===== src/assert_macros.svh =====
`ifndef ASSERT_MACROS_SVH
`define ASSERT_MACROS_SVH

// same-cycle implication, checked out of reset
`define PFA_ASSERT_SAME(label, a, c) \
    label: assert property (@(posedge clk) disable iff (!rst_n) (a) |-> (c)) \
        else $error("pfa check failed");

// next-cycle implication, checked out of reset
`define PFA_ASSERT_NEXT(label, a, c) \
    label: assert property (@(posedge clk) disable iff (!rst_n) (a) |=> (c)) \
        else $error("pfa check failed");

`endif


===== src/pfa_pkg.sv =====
package pfa_pkg;

    localparam int NUM_PAGES  = 32768;
    localparam int PAGE_BYTES = 4096;
    localparam int PAGE_SHIFT = $clog2(PAGE_BYTES);
    localparam int IDX_W      = $clog2(NUM_PAGES);
    localparam int CNT_W      = IDX_W + 1;
    localparam int WORD_W     = 64;
    localparam int WSEL_W     = $clog2(WORD_W);
    localparam int WADDR_W    = IDX_W - WSEL_W;
    localparam int WORDS      = NUM_PAGES / WORD_W;
    localparam int CHUNK_W    = 8;
    localparam int CHUNKS     = WORD_W / CHUNK_W;
    localparam int CSEL_W     = $clog2(CHUNKS);
    localparam int CPOP_W     = $clog2(CHUNK_W) + 1;
    localparam int AW         = 32;
    localparam int EXT_W      = AW + 2;
    localparam int CIDX_W     = 2;

    localparam logic [2:0] FN_INIT       = 3'd0;
    localparam logic [2:0] FN_ALLOC_ONE  = 3'd1;
    localparam logic [2:0] FN_ALLOC_RUN  = 3'd2;
    localparam logic [2:0] FN_FREE_ONE   = 3'd3;
    localparam logic [2:0] FN_FREE_RUN   = 3'd4;

    localparam logic [1:0] ST_OK      = 2'd0;
    localparam logic [1:0] ST_FAIL    = 2'd1;
    localparam logic [1:0] ST_IGNORED = 2'd2;

    localparam logic [2:0] MD_INIT  = 3'd0;
    localparam logic [2:0] MD_SCAN  = 3'd1;
    localparam logic [2:0] MD_CLEAR = 3'd2;
    localparam logic [2:0] MD_FREE  = 3'd3;
    localparam logic [2:0] MD_BAD   = 3'd4;

    localparam logic [CIDX_W-1:0] CFG_RAM_BASE     = 2'd0;
    localparam logic [CIDX_W-1:0] CFG_ALLOC_FLOOR  = 2'd1;
    localparam logic [CIDX_W-1:0] CFG_RESERVE_LOW  = 2'd2;
    localparam logic [CIDX_W-1:0] CFG_RESERVE_HIGH = 2'd3;

    localparam logic [AW-1:0] RAM_BASE_RST    = 32'h8000_0000;
    localparam logic [AW-1:0] ALLOC_FLOOR_RST = 32'h8000_0000;

    typedef logic [CNT_W-1:0] cnt_t;

    typedef struct packed {
        logic [2:0]  func;
        logic [31:0] address;
        logic [15:0] page_count;
    } pfa_req_t;

    typedef struct packed {
        logic [1:0]  status;
        logic [31:0] page_address;
        logic [15:0] free_pages;
    } pfa_rsp_t;

    typedef struct packed {
        logic       load;
        logic       setup;
        logic       start_walk;
        logic       rd;
        logic       load_word;
        logic       chunk;
        logic       wr;
        logic       next_word;
        logic       to_clear;
        logic       clr_wr;
        logic       finish;
        logic [1:0] status;
    } pfa_cmd_t;

    typedef struct packed {
        logic [2:0] mode;
        logic       bad_n;
        logic       empty;
        logic       last_word;
        logic       last_chunk;
        logic       found;
        logic       any_new;
    } pfa_stat_t;

    function automatic cnt_t clamp_cnt(input logic [EXT_W-1:0] v);
        return (v > EXT_W'(NUM_PAGES)) ? CNT_W'(NUM_PAGES) : v[CNT_W-1:0];
    endfunction

    function automatic cnt_t ceil_idx(input logic [AW:0] a, input logic [AW-1:0] base);
        logic [EXT_W-1:0] d;
        d = EXT_W'(a) - EXT_W'(base) + EXT_W'(PAGE_BYTES - 1);
        if (a <= {1'b0, base})
        begin
            return '0;
        end
        return clamp_cnt(d >> PAGE_SHIFT);
    endfunction

endpackage


===== src/pfa_ctrl.sv =====
module pfa_ctrl (
    input  logic               clk,
    input  logic               rst_n,
    input  logic               start,
    output logic               busy,
    input  pfa_pkg::pfa_stat_t stat,
    output pfa_pkg::pfa_cmd_t  cmd
);
    import pfa_pkg::*;

    localparam logic [3:0] S_CLR   = 4'd0;
    localparam logic [3:0] S_IDLE  = 4'd1;
    localparam logic [3:0] S_SETUP = 4'd2;
    localparam logic [3:0] S_CHECK = 4'd3;
    localparam logic [3:0] S_RD    = 4'd4;
    localparam logic [3:0] S_WAIT  = 4'd5;
    localparam logic [3:0] S_CHUNK = 4'd6;
    localparam logic [3:0] S_WR    = 4'd7;

    logic [3:0] state_reg, state_next;

    always_comb
    begin
        cmd        = '0;
        state_next = state_reg;
        case (state_reg)
            S_CLR:
            begin
                cmd.clr_wr = 1'b1;
                if (stat.last_word)
                begin
                    state_next = S_IDLE;
                end
                else
                begin
                    cmd.next_word = 1'b1;
                end
            end
            S_IDLE:
            begin
                if (start)
                begin
                    cmd.load   = 1'b1;
                    state_next = S_SETUP;
                end
            end
            S_SETUP:
            begin
                cmd.setup  = 1'b1;
                state_next = S_CHECK;
            end
            S_CHECK:
            begin
                case (stat.mode)
                    MD_INIT:
                    begin
                        cmd.start_walk = 1'b1;
                        state_next     = S_RD;
                    end
                    MD_SCAN:
                    begin
                        if (stat.bad_n)
                        begin
                            cmd.finish = 1'b1;
                            cmd.status = ST_FAIL;
                            state_next = S_IDLE;
                        end
                        else
                        begin
                            cmd.start_walk = 1'b1;
                            state_next     = S_RD;
                        end
                    end
                    MD_FREE:
                    begin
                        if (stat.empty)
                        begin
                            cmd.finish = 1'b1;
                            cmd.status = ST_IGNORED;
                            state_next = S_IDLE;
                        end
                        else
                        begin
                            cmd.start_walk = 1'b1;
                            state_next     = S_RD;
                        end
                    end
                    default:
                    begin
                        cmd.finish = 1'b1;
                        cmd.status = ST_FAIL;
                        state_next = S_IDLE;
                    end
                endcase
            end
            S_RD:
            begin
                cmd.rd     = 1'b1;
                state_next = S_WAIT;
            end
            S_WAIT:
            begin
                cmd.load_word = 1'b1;
                state_next    = S_CHUNK;
            end
            S_CHUNK:
            begin
                cmd.chunk = 1'b1;
                if (stat.last_chunk)
                begin
                    state_next = S_WR;
                end
            end
            S_WR:
            begin
                if (stat.mode == MD_SCAN)
                begin
                    if (stat.found)
                    begin
                        cmd.to_clear = 1'b1;
                        state_next   = S_RD;
                    end
                    else if (stat.last_word)
                    begin
                        cmd.finish = 1'b1;
                        cmd.status = ST_FAIL;
                        state_next = S_IDLE;
                    end
                    else
                    begin
                        cmd.next_word = 1'b1;
                        state_next    = S_RD;
                    end
                end
                else
                begin
                    cmd.wr = 1'b1;
                    if (stat.last_word)
                    begin
                        cmd.finish = 1'b1;
                        cmd.status = (stat.mode == MD_FREE && !stat.any_new)
                            ? ST_IGNORED : ST_OK;
                        state_next = S_IDLE;
                    end
                    else
                    begin
                        cmd.next_word = 1'b1;
                        state_next    = S_RD;
                    end
                end
            end
            default:
            begin
                state_next = S_IDLE;
            end
        endcase
    end

    always_ff @(posedge clk or negedge rst_n)
    begin
        if (!rst_n)
        begin
            state_reg <= S_CLR;
        end
        else
        begin
            state_reg <= state_next;
        end
    end

    assign busy = (state_reg != S_IDLE);
endmodule

===== config.mk =====
export PLATFORM = sky130hd
export DESIGN_NAME = pfa_ctrl
export DESIGN_NICKNAME = d
export VERILOG_FILES = /design/src/assert_macros.svh /design/src/pfa_pkg.sv /design/src/pfa_ctrl.sv
export SDC_FILE = /design/constraint.sdc
export NUM_CORES = 1
export LEC_CHECK = 0
export BUFFER_PORTS_ARGS = -buffer_cell sky130_fd_sc_hd__buf_2
export CORE_AREA = 5 5 42 44
export DETAILED_ROUTE_END_ITERATION = 10
export DIE_AREA = 0 0 47 49
export GPL_ROUTABILITY_DRIVEN = 0
export MAX_ROUTING_LAYER = met4
export PLACE_DENSITY = 0.71
export SLEW_MARGIN = 30
export SYNTH_ARGS = -nofsm -noshare
export SYNTH_HDL_FRONTEND = slang
export SYNTH_SLANG_ARGS = --single-unit
export TNS_END_PERCENT = 10

===== constraint.sdc =====
create_clock -name clk -period 1.78 [get_ports clk]
set_clock_uncertainty 0.05 [all_clocks]
set_input_delay 0 -clock clk [delete_from_list [all_inputs] [get_ports clk]]
set_output_delay 0 -clock clk [all_outputs]
set_load 0.02 [all_outputs]

==> flow_summary.toml <==
[worst_setup_path]
arrival_ps = 1530
crit_chain = "inv_1 > a2bb2oi_1 > nor4_1 > buf_2"
worstSetupStartpointType = "register"
reg2reg_depth = 3
worst_setup_path_end_kind = "output pin"
timing.critical_path.from = "state_reg[2]"
critical_path.slowest_cell = "dfrtp_1"
reg2reg_setup_slack_ps = 510
timing.rr.end = "state_reg[0]"
critical-path-max-stage-delay_ps = 500
crit_path_max_fanout = 13
cp-endpoint = "cmd[1]"
reg_to_reg_start = "state_reg[2]"
worst-endpoint-required_ps = 1730
path_class = "reg -> out"

[clock_network]
cts.clk_slew.worst_paths_ps = 40
cts_inserted_buffers = 3
worst_skew_pair.late_latency_ps = 240
cts_sinks = 3
ctsRootBufferMaster = "clkbuf_4"
clock_tree_from_tritoncts = "yes"
cts.path.max_buffers = 2
cts_resized = 0
deepest_level_of_the_cts_h_tree = 1

[logic_synthesis]
synth.net_count = 67
synth-seq-area-share_pct = 19.4
syn_area_per_cell_um2 = 7.03
yosysUniqueCellTypes = 27
number_of_synthesized_register_bits = 3
synthesis.yosys.warnings = 0
synth_area_um2 = 387
syn_inst = 55

[layout]
top_library_cells_by_usage_in_the_layout_fill_and_taps_aside = "buf_2 (25), nor2_1 (7), a21oi_1 (5)"
nNetsFinal = 95
finish.utilization_pct = 38.8
final.fill_count = 161
num_antenna_cells = 0
largest_reg_flops = 3
layoutNonFillerInstCount = 98
final_layout_size_suffix_gt1_share_pct = 36.6
area_growth_syn_to_layout_pct = 40.8
sequential_cell_area_um2 = 75.1
final_common_cell = "buf_2"
multi_input_area_um2 = 273

[global_route]
global_route.overflow_total = 0
grt_use_total_pct = 10.6
initial_antenna_violation_count = 0
largest_net_degree_at_the_start_of_global_routing = 14
grt_pass1_vias = 414
first_pass_grt_wire_length_um = 1770

[pwr]
vdd_drop_max_mv = 0.815
leakagePower_uw = 0.000282
cellPowerDensity_nw_per_um2 = 1460

[floorplan]
die-area_um2 = 2300
fp.dieW_um = 47
placementRows = 14
dieHeight_um = 49
pin_count = 26
initial_utilization_pct = 27.6
core-area_um2 = 1400

[timing]
max_frequency_ghz = 0.632
post-route-period-util_pct = 88.9
finalSetupViolCount = 0
worst-slew-pin-transition_ps = 376
slew_viol_final = 0
worst_slew_margin_rel_pct = 74.9
finalSetupTns_ps = 0
period_minus_slack_ps = 1580
grt_setup_unrepaired = "no"
finalHoldViolations = 0

[route]
wirelength_um = 1150
via_per_inst = 5.04
drt_drc_violations_left = 0
vias = 494
drt_iter0_drc = 4
ant_nets = 0
dr.pass1.iters = 4
post_drt_wl_per_cell_um = 11.8

[worst_hold_path]
hold_depth = 3
worst_hold_path_type = "in -> reg"

[placement]
hpwlAfterDp_um = 915
io_buffer_count = 25
dp.cells = 93

[flow_run]
maxCapViolCount = 0

[outcome]
status = "finished clean"
==> metal layers <==
metal,track usage (%),share of wire (%),vias up,wire length [um]
li1,-,-,252,-
met1,14.6,44,218,504
met5,-,0,-,0
met2,13.3,46,20,531
met3,2.58,6.9,4,80
met4,6.91,3.0,0,35
==> Yosys cell counts (all sizes together) <==
cell type  n  area share (%)
and4bb     1             3.2
and2b      2             3.9
nor2       7             6.8
nand4bb    1             2.9
nand2b     4             6.5
o21ai      3             3.9
and2       1             1.6
buf        3             6.1
o211ai     2             3.9
nand3b     1             1.9
o21a       1             1.9
a21oi      5             6.5
nand2      3             2.9
nor2b      1             1.6
a311o      1             2.6
nor4       1             1.6
nand3      2             2.6
a2bb2oi    1             2.3
inv        4             3.9
nor3       4             5.2
dfrtp      3              19
a21o       1             1.9
and3       1             1.6
a211oi     2             5.2
==> logic make-up (layout without fill, tap and decap cells) <==
logic type      Yosys count  after routing  share of synthesized area, %
simple gates             29             29                          42.4
compound gates           16             16                          28.2
buf+inv                   7             34                          10.0
flops                     3              3                          19.4
==> metrics by stage <==
stage          power (uW)  instance area [um2]  hold slack [ps]  setup slack [ps]
6_report              796                  544             6.41               197
5_1_grt               865                  544             47.4               113
4_1_cts               802                  544             6.11               173
3_5_place_dp          674                  508             -250               435
3_3_place_gp          663                  508             -253               448
2_1_floorplan         560                  387             -346               285
==> worst min path at each step <==
stage	start	endpoint	slack, ps
floorplan	rst_n	state_reg[0]	-350
global placement	rst_n	state_reg[2]	-250
detailed placement	rst_n	state_reg[2]	-250
CTS	start	state_reg[1]	6
global route	rst_n	state_reg[2]	50
finish	start	state_reg[1]	6
==> worst max-delay path, delay by kind of cell, from the launching register on <==
kind / cells / cell delay [ps]
flops: 1 / 500
buf+inv: 2 / 490
simple gates: 1 / 190
compound gates: 1 / 100
==> report_power, final <==
part / switching (uW) / total [uW] / internal, uW
Sequential: 92.9 / 196 / 104
Clock: 37.5 / 122 / 84.1
Combinational: 293 / 478 / 185
==> repair_timing <==
action,4_1_cts,5_1_grt
buffers inserted,0,0
endpoints found under the hold margin,3,0
hold buffers,1,0
==> cell type report <==
| cell class | count | area share, % |
|---|---|---|
| multi-input cells | 45 | 50.1 |
| repair buffers | 26 | 24.8 |
| flip-flops and latches | 3 | 13.8 |
| clock buffers | 4 | 4.83 |
| well taps | 16 | 3.68 |
| inverters | 4 | 2.76 |
No activity file was read; power rests on OpenSTA's default activity.
